==> config.mk <==
export PLATFORM = sky130hd
export DESIGN_NAME = utf8_validating_decoder_top
export DESIGN_NICKNAME = d
export VERILOG_FILES = /design/src/hw/rtl/utf8d_pkg.sv /design/src/hw/rtl/utf8d_cfg.sv /design/src/hw/rtl/utf8d_decode.sv /design/src/hw/rtl/utf8_validating_decoder_top.sv
export SDC_FILE = /design/constraint.sdc
export NUM_CORES = 1
export LEC_CHECK = 0
export BUFFER_PORTS_ARGS = -buffer_cell sky130_fd_sc_hd__clkbuf_2
export CAP_MARGIN = 15
export CORE_UTILIZATION = 35
export DETAILED_ROUTE_END_ITERATION = 8
export PLACE_DENSITY_LB_ADDON = 0.15
export SLEW_MARGIN = 10
export SYNTH_ARGS = -nofsm -noshare
export SYNTH_HDL_FRONTEND = slang
export SYNTH_SLANG_ARGS = --single-unit
export TNS_END_PERCENT = 100
==> constraint.sdc <==
create_clock -name clk -period 4.6 [get_ports clk]
set_clock_uncertainty 0.1 [all_clocks]
set_input_delay 0.23 -clock clk [delete_from_list [all_inputs] [get_ports clk]]
set_output_delay 0.23 -clock clk [all_outputs]
set_load 0.005 [all_outputs]
==> src/hw/rtl/utf8d_pkg.sv <==
// ----------------------------------------------------------------------------
// utf8d_pkg
// shared types and constants for the utf-8 validating decoder
// ----------------------------------------------------------------------------
`default_nettype none

package utf8d_pkg;

  // configuration port
  localparam int unsigned CFG_AW = 3;
  localparam int unsigned CFG_DW = 32;

  // register index, taken from paddr[2]
  typedef enum logic {
    REG_DECODE_MODE = 1'b0
  } reg_idx_t;

  // decode modes; the unused code behaves as surrogate pass-through
  typedef enum logic [1:0] {
    MODE_STRICT = 2'd0,
    MODE_CESU   = 2'd1,
    MODE_SURR   = 2'd2,
    MODE_SPARE  = 2'd3
  } mode_t;

  // byte classes and code point limits
  localparam logic [7:0]  NUL_LEAD      = 8'hc0;
  localparam logic [7:0]  CONT_NUL      = 8'h80;
  localparam logic [7:0]  LEAD2_LO      = 8'hc2;
  localparam logic [7:0]  LEAD2_HI      = 8'hdf;
  localparam logic [7:0]  LEAD3_LO      = 8'he0;
  localparam logic [7:0]  LEAD3_HI      = 8'hef;
  localparam logic [7:0]  LEAD4_LO      = 8'hf0;
  localparam logic [7:0]  LEAD4_HI      = 8'hf4;
  localparam logic [20:0] CP_MAX        = 21'h10ffff;
  localparam logic [20:0] MIN_2BYTE     = 21'h000080;
  localparam logic [20:0] MIN_3BYTE     = 21'h000800;
  localparam logic [20:0] MIN_4BYTE     = 21'h010000;
  localparam logic [20:0] SURR_HI_LO    = 21'h00d800;
  localparam logic [20:0] SURR_HI_HI    = 21'h00dbff;
  localparam logic [20:0] SURR_LO_LO    = 21'h00dc00;
  localparam logic [20:0] SURR_LO_HI    = 21'h00dfff;
  localparam logic [20:0] SUPP_BASE     = 21'h010000;

  // input item
  typedef struct packed {
    logic [7:0] in_byte;
    logic       in_last;
  } in_item_t;

  // result item
  typedef struct packed {
    logic [20:0] code_point;
    logic        point_valid;
    logic        decode_error;
    logic        out_last;
  } out_item_t;

  // per-string decode state
  typedef struct packed {
    logic [1:0]  bytes_rem;
    logic [1:0]  seq_len;
    logic [20:0] acc;
    logic [9:0]  high_surr;
    logic        high_held;
    logic        nul_pend;
    logic        err_seen;
  } dec_state_t;

endpackage : utf8d_pkg

`default_nettype wire

==> src/hw/rtl/utf8d_cfg.sv <==
// ----------------------------------------------------------------------------
// utf8d_cfg
// apb-style register block holding the decode mode
// ----------------------------------------------------------------------------
`default_nettype none

module utf8d_cfg (
  input  wire logic                          clk,
  input  wire logic                          rst_n,
  input  wire logic                          psel,
  input  wire logic                          penable,
  input  wire logic                          pwrite,
  input  wire logic [utf8d_pkg::CFG_AW-1:0]  paddr,
  input  wire logic [utf8d_pkg::CFG_DW-1:0]  pwdata,
  output logic      [utf8d_pkg::CFG_DW-1:0]  prdata,
  output logic                               pready,
  output utf8d_pkg::mode_t                   mode
);
  import utf8d_pkg::*;

  mode_t    mode_r;
  reg_idx_t idx;
  logic     wr_en;

  assign idx    = reg_idx_t'(paddr[2]);
  assign pready = 1'b1;
  assign wr_en  = psel && penable && pwrite && (idx == REG_DECODE_MODE);
  assign mode   = mode_r;

  always_ff @(posedge clk) begin
    if (!rst_n) begin
      mode_r <= MODE_STRICT;
    end else if (wr_en) begin
      mode_r <= mode_t'(pwdata[1:0]);
    end
  end

  always_comb begin
    prdata = '0;
    case (idx)
      REG_DECODE_MODE: prdata = {{(CFG_DW-2){1'b0}}, mode_r};
      default:         prdata = '0;
    endcase
  end

endmodule : utf8d_cfg

`default_nettype wire

==> src/hw/rtl/utf8d_decode.sv <==
// ----------------------------------------------------------------------------
// utf8d_decode
// per-byte decode step and the per-string state register
// ----------------------------------------------------------------------------
`default_nettype none

module utf8d_decode (
  input  wire logic                 clk,
  input  wire logic                 rst_n,
  input  wire logic                 step,
  input  wire utf8d_pkg::mode_t     mode,
  input  wire utf8d_pkg::in_item_t  item,
  output utf8d_pkg::out_item_t      res
);
  import utf8d_pkg::*;

  dec_state_t  st_r;
  dec_state_t  st_nxt;
  logic [7:0]  b;
  logic [20:0] got;
  logic [20:0] acc_sh;
  logic        done;
  logic        err;
  logic        valid;
  logic [20:0] cp;

  assign b      = item.in_byte;
  assign acc_sh = {st_r.acc[14:0], b[5:0]};

  always_comb begin
    st_nxt = st_r;
    got    = '0;
    done   = 1'b0;
    err    = st_r.err_seen;
    valid  = 1'b0;
    cp     = '0;

    if (!st_r.err_seen) begin
      if (st_r.nul_pend) begin
        st_nxt.nul_pend = 1'b0;
        if (b == CONT_NUL) begin
          done = 1'b1;
        end else begin
          err = 1'b1;
        end
      end else if (st_r.bytes_rem != 2'd0) begin
        if (b[7:6] != 2'b10) begin
          err = 1'b1;
        end else begin
          st_nxt.acc       = acc_sh;
          st_nxt.bytes_rem = st_r.bytes_rem - 2'd1;
          if (st_r.bytes_rem == 2'd1) begin
            if ((acc_sh > CP_MAX) ||
                (st_r.seq_len == 2'd1 && acc_sh < MIN_2BYTE) ||
                (st_r.seq_len == 2'd2 && acc_sh < MIN_3BYTE) ||
                (st_r.seq_len == 2'd3 && acc_sh < MIN_4BYTE)) begin
              err = 1'b1;
            end else begin
              got  = acc_sh;
              done = 1'b1;
            end
          end
        end
      end else if (!b[7]) begin
        got  = {13'd0, b};
        done = 1'b1;
      end else if (mode == MODE_CESU && b == NUL_LEAD) begin
        st_nxt.nul_pend = 1'b1;
      end else if (b inside {[LEAD2_LO:LEAD2_HI]}) begin
        st_nxt.bytes_rem = 2'd1;
        st_nxt.seq_len   = 2'd1;
        st_nxt.acc       = {16'd0, b[4:0]};
      end else if (b inside {[LEAD3_LO:LEAD3_HI]}) begin
        st_nxt.bytes_rem = 2'd2;
        st_nxt.seq_len   = 2'd2;
        st_nxt.acc       = {17'd0, b[3:0]};
      end else if (b inside {[LEAD4_LO:LEAD4_HI]}) begin
        st_nxt.bytes_rem = 2'd3;
        st_nxt.seq_len   = 2'd3;
        st_nxt.acc       = {18'd0, b[2:0]};
      end else begin
        err = 1'b1;
      end

      if (done && !err) begin
        if (st_r.high_held) begin
          if (got inside {[SURR_LO_LO:SURR_LO_HI]}) begin
            // join the held high half with this low half
            cp = SUPP_BASE + {1'b0, st_r.high_surr, got[9:0]};
            valid = 1'b1;
            st_nxt.high_held = 1'b0;
          end else begin
            err = 1'b1;
          end
        end else if (mode == MODE_STRICT && got inside {[SURR_HI_LO:SURR_LO_HI]}) begin
          err = 1'b1;
        end else if (mode == MODE_CESU && got inside {[SURR_HI_LO:SURR_LO_HI]}) begin
          if (got <= SURR_HI_HI) begin
            st_nxt.high_surr = got[9:0];
            st_nxt.high_held = 1'b1;
          end else begin
            err = 1'b1;
          end
        end else begin
          cp    = got;
          valid = 1'b1;
        end
      end

      if (item.in_last &&
          (st_nxt.bytes_rem != 2'd0 || st_nxt.nul_pend || st_nxt.high_held)) begin
        err = 1'b1;
      end
    end

    if (err) begin
      valid           = 1'b0;
      cp              = '0;
      st_nxt.err_seen = 1'b1;
    end

    if (item.in_last) begin
      st_nxt = '0;
    end

    res.code_point   = cp;
    res.point_valid  = valid;
    res.decode_error = err;
    res.out_last     = item.in_last;
  end

  always_ff @(posedge clk) begin
    if (!rst_n) begin
      st_r <= '0;
    end else if (step) begin
      st_r <= st_nxt;
    end
  end

endmodule : utf8d_decode

`default_nettype wire

==> src/hw/rtl/utf8_validating_decoder_top.sv <==
// ----------------------------------------------------------------------------
// utf8_validating_decoder_top
// byte-serial utf-8 decoder with validation and cesu-8 / nul variants
// ----------------------------------------------------------------------------
// One byte per transfer goes in, one result per byte comes out. A result
// carries a code point when that byte finishes one, a sticky error flag that
// stays set from the faulty byte to the end of the string, and a copy of the
// last-byte flag; the consumer should drop a string whose final result shows
// an error. The block sustains one byte per clock while the output side is
// not stalled: a transfer is taken into the input register, decoded there
// against the per-string state, and lands in the output register once that
// register is free; the result is then offered and is transferred when the
// output side is not stalled. The per-string state loop (decode logic and
// state register) holds no further register, which is what allows a new
// byte every clock. The decode mode lives in a register at byte address 0
// and is meant to change only between strings while the block is empty.
// ----------------------------------------------------------------------------
`default_nettype none

module utf8_validating_decoder_top (
  input  wire logic                          clk,
  input  wire logic                          rst_n,
  // input byte stream
  input  wire logic                          in_valid,
  output logic                               in_ready,
  input  wire utf8d_pkg::in_item_t           in_data,
  // decoded results
  output logic                               out_valid,
  input  wire logic                          out_ready,
  output utf8d_pkg::out_item_t               out_data,
  // configuration
  input  wire logic                          psel,
  input  wire logic                          penable,
  input  wire logic                          pwrite,
  input  wire logic [utf8d_pkg::CFG_AW-1:0]  paddr,
  input  wire logic [utf8d_pkg::CFG_DW-1:0]  pwdata,
  output logic      [utf8d_pkg::CFG_DW-1:0]  prdata,
  output logic                               pready
);
  import utf8d_pkg::*;

  mode_t     mode;
  in_item_t  in_item_r;
  logic      in_valid_r;
  out_item_t out_item_r;
  logic      out_valid_r;
  out_item_t res;
  logic      out_adv;
  logic      step;

  // output register frees up when empty or when its transfer completes
  assign out_adv  = !out_valid_r || out_ready;
  // decode happens when a byte sits in the input register and can move on
  assign step     = in_valid_r && out_adv;
  // input register takes a byte whenever it is empty or drains this cycle
  assign in_ready = !in_valid_r || out_adv;

  assign out_valid = out_valid_r;
  assign out_data  = out_item_r;

  utf8d_cfg u_cfg (
    .clk     (clk),
    .rst_n   (rst_n),
    .psel    (psel),
    .penable (penable),
    .pwrite  (pwrite),
    .paddr   (paddr),
    .pwdata  (pwdata),
    .prdata  (prdata),
    .pready  (pready),
    .mode    (mode)
  );

  utf8d_decode u_decode (
    .clk   (clk),
    .rst_n (rst_n),
    .step  (step),
    .mode  (mode),
    .item  (in_item_r),
    .res   (res)
  );

  // input register: control
  always_ff @(posedge clk) begin
    if (!rst_n) begin
      in_valid_r <= 1'b0;
    end else if (in_ready) begin
      in_valid_r <= in_valid;
    end
  end

  // input register: payload
  always_ff @(posedge clk) begin
    if (in_ready && in_valid) begin
      in_item_r <= in_data;
    end
  end

  // output register: control
  always_ff @(posedge clk) begin
    if (!rst_n) begin
      out_valid_r <= 1'b0;
    end else if (out_adv) begin
      out_valid_r <= in_valid_r;
    end
  end

  // output register: payload
  always_ff @(posedge clk) begin
    if (step) begin
      out_item_r <= res;
    end
  end

endmodule : utf8_validating_decoder_top

`default_nettype wire

Word-level counts from Yosys, hierarchy flattened
Index checks and enable logic that the tools add are counted.
- flip-flop bits (word level): 69
- input bits: 51
- equal/unequal tests: 16
- $lt $le $gt $ge: 14
- reductions and logical operators: 45
- bitwise logic cells: 2
- multiplexer cells: 72
- $add $sub $neg: 2
- operator list (operator ; number):
    2-to-1 mux 21 bit ; 12
    2-to-1 mux 25 bit ; 7
    2-to-1 mux 11 bit ; 5
    greater-or-equal comparator 21 x 16 -> 1 bit, second input constant ; 2
    less-or-equal comparator 21 x 16 -> 1 bit, second input constant ; 2
    2-to-1 mux 1 bit ; 40
    2-to-1 mux 38 bit ; 1
    2-to-1 mux 37 bit ; 1
    greater-or-equal comparator 8 bit, second input constant ; 3
    less-or-equal comparator 8 bit, second input constant ; 3
    adder 17 x 20 -> 21 bit, first input constant ; 1
    > comparator 21 bit, second input constant ; 1
    < comparator 21 x 12 -> 1 bit, second input constant ; 1
    < comparator 21 x 17 -> 1 bit, second input constant ; 1
    < comparator 21 x 8 -> 1 bit, second input constant ; 1
    AND reduction 7 bit ; 3
    logical AND 1 bit ; 18
    == test 8 bit, second input constant ; 2
    inequality test 2 bit, second input constant ; 7
    nonzero test 2 bit ; 7
    2-to-1 mux 10 bit ; 1
    2-to-1 mux 2 bit ; 4
    logical OR 1 bit ; 7
    2-to-1 mux 7 bit ; 1
    other kinds (13) ; 20

Depth between registers and ports, before layout
Gate-level depths: netlist of run 1.
- depth in word-level cells: 25
- gate-level depth with buffers: 12
- mapped depth without buffers: 9

By module
From an unflattened synthesis of run 1, not the netlist that was laid out.
- cells, all modules: 377
- area total of the unflattened synthesis: 3853.7 sq um
- by module, submodules not included (module ; area each (sq um) ; cells each ; times used):
    utf8d_decode ; 2412.3 ; 291 ; 1
    utf8_validating_decoder_top ; 1094.8 ; 42 ; 1
    utf8d_cfg ; 346.6 ; 44 ; 1

Worst setup path after synthesis of run 1
No wires, ideal clock.
- path type: reg2reg
- from: reg u_decode.st_r[36] (netlist bit)
- to: reg out_item_r (netlist bit out_data[9]), data pin
- arrival: 2.575 ns
- clock period less this slack: 2.845 ns
- setup slack: 1.755 ns
- stages on the path, launching flop included: 11
- library setup time: 0.170 ns
- required time: 4.330 ns
- path buffers: 1
- path through: dfxtp_1 > inv_1 > ha_1 > or4b_1 > o21ai_0 > o221ai_1 > o31ai_1 > o31ai_1 > or4_4 > buf_6 > nor4_2
- cells in the longest elaborated chain, start to end: 19
- elaborated cells between the ends (all ways): 66
- classes of those cells: 2 x add/sub; 4 x order compare; 1 x eq/ne; 46 x mux; 1 x bitwise; 12 x reduce/logical
- ends and longest elaborated chain (element ; line ; RTL):
    start: declaration ; utf8d_decode.sv:17 ; dec_state_t st_r;
    start signal: assignment ; utf8d_decode.sv:136 ; st_r <= st_nxt;
    == test 2 x 1 -> 1 bit ; utf8d_decode.sv:52 ; if (st_r.bytes_rem == 2'd1) begin
    2-to-1 mux 21 bit ; utf8d_decode.sv:52 ;
    2-to-1 mux 21 bit ; utf8d_decode.sv:47 ; if (b[7:6] != 2'b10) begin
    2-to-1 mux 21 bit ; utf8d_decode.sv:46 ; end else if (st_r.bytes_rem != 2'd0) begin
    2-to-1 mux 21 bit ; utf8d_decode.sv:39 ; if (st_r.nul_pend) begin
    2-to-1 mux 21 bit ; utf8d_decode.sv:38 ; if (!st_r.err_seen) begin
    greater-or-equal comparator 21 x 16 -> 1 bit or less-or-equal comparator 21 x 16 -> 1 bit (tied branches) ; utf8d_decode.sv:95, utf8d_decode.sv:97, utf8d_decode.sv:87 ;
    logical AND 1 bit ; utf8d_decode.sv:95, utf8d_decode.sv:97 ;
    [... 3 more ...] ; - ;
    2-to-1 mux 1 bit ; utf8d_decode.sv:86 ; if (st_r.high_held) begin
    2-to-1 mux 11 bit ; utf8d_decode.sv:85 ; if (done && !err) begin
    2-to-1 mux 11 bit ; utf8d_decode.sv:38 ;
    logical OR 1 bit ; utf8d_decode.sv:111 ; (st_nxt.bytes_rem != 2'd0 || st_nxt.nul_pend || st_nxt.high_held)) begin
    logical AND 1 bit ; utf8d_decode.sv:110 ; if (item.in_last &&
    2-to-1 mux 1 bit ; utf8d_decode.sv:110 ;
    2-to-1 mux 1 bit ; utf8d_decode.sv:38 ;
    OR reduction 3 bit (no line) ; - ;
    end signal: assignment ; utf8_validating_decoder_top.sv:111 ; out_item_r <= res;
    end: declaration ; utf8_validating_decoder_top.sv:45 ; out_item_t out_item_r;
Parallel ways exist; a longest one is shown, timed or not. The select of a mux whose other input is x is not followed.
A chain may end at the register's enable or synchronous reset.

Final worst setup path of run 1
- from: reg u_decode.st_r[36] (netlist bit)
- to: reg out_item_r (netlist bit out_data[3]), data pin
The elaborated chain is that of the path after synthesis.

==> results of run 1 <==
==> worst register-to-register path: stages, from the launching register on <==
cell      delay (ns)
dfxtp_1         0.42
inv_1           0.10
ha_1            0.39
or4b_1          0.62
o21ai_0         0.18
o221ai_1        0.14
o31ai_1         0.29
o31ai_1         0.13
or4_4           0.59
nor4bb_1        0.36
==> layer usage <==
layer  global-route usage, %  vias up
met5                       0        -
met4                   4.875        0
met3                   4.234        7
met2                   27.92       73
met1                   21.90     1348
li1                        -     1401
==> power breakdown <==
part,switching (uW),leakage (uW),internal [uW],total [uW]
Sequential,14.8,0.000610,661,675
Combinational,60.1,0.000858,38.3,98.5
Clock,235,0.0000927,250,485
==> what timing repair did <==
action                                 in CTS  in global routing
endpoints found under the hold margin       9                  0
gates resized for setup                     0                  0
hold buffers                                9                  0
==> layout by cell type, fill, tap and decap left out, types with 11 or more instances in the layout <==
cell type | netlist | routed
clkbuf_2 | 0 | 46
dfxtp_1 | 36 | 36
edfxtp_1 | 33 | 33
conb_1 | 2 | 31
nor2_1 | 29 | 29
nand2_1 | 29 | 29
o21ai_0 | 22 | 22
nor2b_1 | 19 | 19
nand3_1 | 18 | 18
a22oi_1 | 17 | 17
nor3_1 | 11 | 11
==> final cells by class <==
| cell class | instances | area, um2 | area share, % |
|---|---|---|---|
| Inverter | 9 | 33.78 | 0.8282 |
| Tap cell | 133 | 166.4 | 4.080 |
| Clock inverter | 6 | 63.81 | 1.564 |
| Sequential cell | 69 | 1712 | 41.96 |
| Clock buffer | 10 | 127.6 | 3.129 |
| Multi-Input combinational cell | 274 | 1640 | 40.21 |
| Timing Repair Buffer | 57 | 335.3 | 8.221 |
==> metrics by stage <==
step	util, %	setup slack (ns)
detailed placement	38.50	1.113
global route	41.35	0.8993
finish	41.35	1.074
CTS	41.35	1.083
floorplan	-	1.755
global placement	38.50	1.142
==> worst paths after layout <==
check	end	slack [ns]	cells after the start
max reg2reg	out_data[3]	1.07	9
max	out_data[3]	1.07	9
min reg2reg	u_decode.st_r[4]	0.37	2
min	in_valid_r	0.04	3
==> state kept, by name, indices dropped and copies added (netlist names) <==
signal / cells
in_valid_r: 1
out_data: 24
u_decode.acc_sh: 15
u_decode.st_r: 17
out_valid: 1
in_item_r: 9
u_cfg.mode: 2
==> kinds of logic after synthesis <==
| family | after synthesis | share of synthesized area, % |
|---|---|---|
| compound gates | 88 | 16.84 |
| xor+xnor | 2 | 0.4870 |
| fa+ha+maj | 3 | 1.044 |
| buf+inv | 59 | 9.843 |
| flops | 69 | 47.58 |
| mux | 5 | 1.391 |
| other cells | 2 | 0.2088 |
| simple gates | 145 | 22.61 |
==> PnR_summary.wiki, run 1 <==
{| class="wikitable"
! Metric !! Value
|-
| First-pass GRT wire length || 13440 um
|-
| Number of DRC violations after detailed-routing iteration 0 || 140
|-
| Post-synth ARST share || 0%
|-
| Area leader, netlist || edfxtp_1
|-
| Critical path, cell by cell || inv_1 -> ha_1 -> or4b_1 -> o21ai_0 -> o221ai_1 -> o31ai_1 -> o31ai_1 -> or4_4 -> nor4bb_1
|-
| Final-layout worst hold slack || 0.04355 ns
|-
| Post-route non-filler standard cell count || 558
|-
| Largest stage delay on the critical path || 0.62 ns
|-
| Cell Area, Placed || 0.003797 mm2
|-
| Count of unresolved DRC violations after routing || 0
|-
| Ys flop type || dfxtp_1
|-
| Register area share after synthesis || 47.58%
|-
| Warnings, synthesis || 0
|-
| Commonest cells in the synthesized netlist || dfxtp_1, edfxtp_1, buf_4
|-
| Max Clock Freq || 283.6 MHz
|-
| Area of the mapped netlist || 0.003597 mm2
|-
| Total routing usage reported by global routing || 16.91%
|-
| Shortest clock period the worst path allows after layout || 3.526 ns
|-
| Ant. Diodes || 0
|-
| Max Cap Violations || 0
|-
| Clock latency at the later pin of the worst-skew pair || 0.35 ns
|-
| Total I/O pin count || 110
|-
| Status || complete, no violations
|-
| Clock input transition at the sequential cells of the worst setup and hold paths || 0.07 ns
|-
| Reg2reg start || u_decode.st_r[36]
|-
| Max-slew headroom at the worst pin || 48.57%
|-
| Final clock period utilization by the worst path || 76.64%
|-
| Vias in the first global route || 2613
|-
| Sort of element at the end of the critical path || flop
|-
| Total Power || 1259 uW
|-
| Hold crit path type || in2reg
|-
| Y dimension of the die || 103.4 um
|-
| Number of buffer cells added on primary ports || 46
|-
| Largest delay share family, worst path || simple AND/OR/NAND/NOR gates
|-
| Layout fillers || 990
|-
| Count of TritonRoute iterations in the first routing pass || 4
|-
| Setup total negative slack || 0 ns
|-
| Final wirelength || 8484 um
|-
| Max IR drop VDD || 201.6 uV
|-
| Distinct cell type count after synthesis || 60
|-
| HPWL after detailed placement || 6053 um
|-
| Clock tree from TritonCTS || built
|-
| Number of enable-type register cells in the synthesized netlist || 33
|-
| Gp weighted congestion || 0.8451
|-
| Number of vias after detailed routing || 2829
|-
| Antenna Nets Post-Route || 0
|-
| Share of final-layout standard cells stronger than drive strength 1 || 16.71%
|-
| Pin count of the biggest net entering global routing || 33
|-
| Post-Synthesis Cells || 373
|-
| Die area || 0.01069 mm2
|-
| Synth top area cells || edfxtp_1, dfxtp_1, buf_4
|-
| Sinks on Clock Net || 69
|-
| Slew at the pin with the worst max-slew slack || 0.7644 ns
|-
| Remaining global-route overflow || 0
|-
| Critical hold path startpoint || in_valid
|-
| Average footprint of a synthesized cell || 9.644 um2
|-
| Worst setup SP type || flop
|-
| WL met2 || 4245 um
|-
| Worst setup path startpoint || u_decode.st_r[36]
|-
| Fin. Hold Viols || 0
|-
| Arrival time reported for the critical path endpoint || 3.58 ns
|-
| Number of max-slew violations in the final report || 0
|-
| Power density over cell area || 308.7 mW/mm2
|-
| Highest metal layer with signal wires || met4
|-
| Total core area || 0.009864 mm2
|-
| Number of vias per cell after detailed routing || 5.070
|-
| DP Cell Count || 533
|-
| Buffers inserted by post-CTS timing repair || 0
|-
| Number of placement rows || 36
|-
| Slowest stage cell, crit path || or4b_1
|-
| Most used cell, CP || o31ai_1
|-
| CTS Buffer Depth || 2
|-
| DIE WIDTH || 103.4 um
|-
| Synth top area share || 27.55%
|-
| Met1 Wirelength || 3758 um
|-
| Post-route cell area || 0.004079 mm2
|-
| Average wire per standard cell || 15.20 um
|-
| Clock buffer count from CTS || 9
|-
| Worst path required time || 4.65 ns
|-
| Met3 Wirelength || 392 um
|-
| Setup violation total in the final timing report || 0
|-
| Sum of buffers and inverters on the critical path || 1
|-
| Setup CP Type || reg2reg
|-
| Starting density of the core || 36.47%
|-
| Setup repair after global routing missed its margin || no
|-
| Number of nets in the layout || 474
|-
| Initial antenna violation count || 0
|-
| Synthesis-stage register bit count || 69
|-
| Number of H-tree levels || 3
|-
| Static leakage || 0.001561 uW
|-
| Layout area overhead || 13.39%
|-
| Root buf cell || clkbuf_8
|-
| Most common cell in the netlist || dfxtp_1
|-
| Largest fanout on the critical path || 23
|}
No activity file was read; power rests on OpenSTA's default activity.
==> run 2: changes to the inputs <==
==> constraint.sdc (replaced) <==
create_clock -name clk -period 3.7 [get_ports clk]
set_clock_uncertainty 0.1 [all_clocks]
set_input_delay 0.185 -clock clk [delete_from_list [all_inputs] [get_ports clk]]
set_output_delay 0.185 -clock clk [all_outputs]
set_load 0.005 [all_outputs]
==> PnR_summary.wiki, run 2 (synthesis results as in run 1) <==
{| class="wikitable"
! Metric !! Value
|-
| Layout area overhead || 15.10%
|-
| Average wire per standard cell || 15.07 um
|-
| First-pass GRT wire length || 13520 um
|-
| DIE WIDTH || 103.4 um
|-
| Portion of total power attributed to the clock network || 38.4%
|-
| Number of max-slew violations in the final report || 0
|-
| Worst path required time || 3.74 ns
|-
| CTS Buffer Depth || 2
|-
| Number of flip-flops in the largest register || 24
|-
| Leading cell type in the layout, fill and taps excluded || clkbuf_2
|-
| Post_cts resized || 0
|-
| Largest fanout on the critical path || 23
|-
| Number of nets in the layout || 481
|-
| WL met2 || 4142 um
|-
| Total routing usage reported by global routing || 17.31%
|-
| Y dimension of the die || 103.4 um
|-
| Share of final-layout standard cells stronger than drive strength 1 || 17.36%
|-
| Number of H-tree levels || 3
|-
| Power density over cell area || 379.3 mW/mm2
|-
| Setup total negative slack || 0 ns
|-
| Setup repair after global routing missed its margin || no
|-
| Status || complete, no violations
|-
| Max Clock Freq || 283.6 MHz
|-
| Max Cap Violations || 0
|-
| Sort of element at the end of the critical path || flop
|-
| Ant. Diodes || 0
|-
| Gp weighted congestion || 0.8480
|-
| Count of TritonRoute iterations in the first routing pass || 4
|-
| Post-route cell area || 0.004140 mm2
|-
| Die area || 0.01069 mm2
|-
| Max-slew headroom at the worst pin || 47.21%
|-
| Layout fillers || 986
|-
| Hold crit path type || in2reg
|-
| Final clock period utilization by the worst path || 95.29%
|-
| Max IR drop VDD || 229.1 uV
|-
| Commonest cells after routing, fill and taps aside || clkbuf_2, dfxtp_1, edfxtp_1
|-
| Power share of the combinational group || 8.1%
|-
| Initial antenna violation count || 0
|-
| NetSw || 386.9 uW
|-
| Root buf cell || clkbuf_8
|-
| Met1 Wirelength || 3900 um
|-
| Number of DRC violations after detailed-routing iteration 0 || 135
|-
| Clock input transition at the sequential cells of the worst setup and hold paths || 0.07 ns
|-
| Clock tree from TritonCTS || built
|-
| Clock buffer count from CTS || 9
|-
| Setup CP Type || reg2reg
|-
| Setup violation total in the final timing report || 0
|-
| Footprint of the multi-input gates || 0.001640 mm2
|-
| Shortest clock period the worst path allows after layout || 3.526 ns
|-
| Slack of the worst reg-to-reg path || 0.17 ns
|-
| Final wirelength || 8515 um
|-
| Cell internal pwr || 1183 uW
|-
| Area taken by flip-flops and latches || 0.001712 mm2
|-
| Pin count of the biggest net entering global routing || 33
|-
| Endpoint, Worst Hold || out_valid
|-
| Reg2reg start || in_item_r[5]
|-
| Cell Area, Placed || 0.003827 mm2
|-
| Starting density of the core || 36.47%
|-
| Critical hold path startpoint || out_ready
|-
| Number of cells on the worst hold path || 3
|-
| HPWL after detailed placement || 6090 um
|-
| Fraction of power spent switching nets || 24.64%
|-
| Worst setup SP type || flop
|-
| Remaining global-route overflow || 0
|-
| Number of vias after detailed routing || 2855
|-
| Number of vias per cell after detailed routing || 5.053
|-
| Worst flop-to-flop path endpoint || out_data[7]
|-
| Highest metal layer with signal wires || met4
|-
| Total core area || 0.009864 mm2
|-
| Fin. Hold Viols || 0
|-
| Buffers inserted by post-CTS timing repair || 0
|-
| Proportion of power drawn by flip-flops and latches || 53.5%
|-
| Static leakage || 0.001596 uW
|-
| Total I/O pin count || 110
|-
| Arrival time reported for the critical path endpoint || 3.57 ns
|-
| Vias in the first global route || 2651
|-
| Clock latency at the later pin of the worst-skew pair || 0.36 ns
|-
| Antenna Nets Post-Route || 0
|-
| Sinks on Clock Net || 69
|-
| Slew at the pin with the worst max-slew slack || 0.7846 ns
|-
| Logic depth of the worst register-to-register path || 7
|-
| Number of placement rows || 36
|-
| Number of buffer cells added on primary ports || 46
|-
| Met3 Wirelength || 312 um
|-
| Count of unresolved DRC violations after routing || 0
|}
==> run 2: cell types whose count changed in the layout (fill, tap and decap cells not counted) <==
cell,delta
dlygate4sd3_1,+3
inv_6,-1
clkinvlp_4,-1
clkinv_4,+2
buf_4,+4
==> run 2: worst max-delay path, stage by stage, from the launching register on <==
cell	delay (ns)
edfxtp_1	0.50
nor4_2	0.64
o31ai_1	0.25
o32a_1	0.35
o31ai_1	0.34
o31ai_1	0.13
or4_4	0.59
nor4bb_1	0.40
==> run 2: worst max-delay path by stage <==
stage / startpoint / end / slack [ns]
after floorplan: u_decode.st_r[36] / out_data[9] / 0.86
after global placement: in_item_r[5] / out_data[3] / 0.33
after detailed placement: in_item_r[5] / out_data[7] / 0.25
after CTS: in_item_r[5] / out_data[7] / 0.22
after global routing: in_item_r[5] / out_data[7] / 0.11
final: in_item_r[5] / out_data[7] / 0.17
==> run 2: per-stage QoR <==
stage | hold WS [ns] | total power, uW | cells | setup slack [ns] | utilization [%]
after floorplan | 0.1839 | 955.9 | 402 | 0.8550 | -
after detailed placement | 0.2636 | 975.4 | 537 | 0.2542 | 38.80
final | 0.07285 | 1570 | 565 | 0.1742 | 41.97
after CTS | 0.05576 | 1590 | 565 | 0.2180 | 41.97
after global placement | 0.2625 | 974.5 | 537 | 0.3305 | 38.80
after global routing | 0.08688 | 1639 | 565 | 0.1103 | 41.97
==> run 2: layout make-up <==
type                    count  area share [%]
flip-flops and latches     69           41.34
multi-input cells         274           39.62
repair buffers             64           9.550
well taps                 133           4.019
clock buffers              10           3.082
clock inverters             6           1.571
inverters                   9          0.8160
==> run 2: timing repair <==
item,in CTS,in global routing
hold endpoints to repair,12,0
hold buffers,12,0
setup endpoints to repair,0,0
==> run 2: layer usage <==
metal / vias up / GRT usage (%)
met5: - / 0
met4: 0 / 7.476
met3: 13 / 4.032
met1: 1352 / 22.20
li1: 1419 / -
met2: 71 / 27.92
==> run 2: power by group through the flow <==
stage                     combinational, uW  sequential, uW  clock [uW]
after floorplan                         105             851           0
after CTS                               128             840         622
final                                   127             839         604
after global placement                  117             857           0
after detailed placement                118             857           0
after global routing                    144             843         652
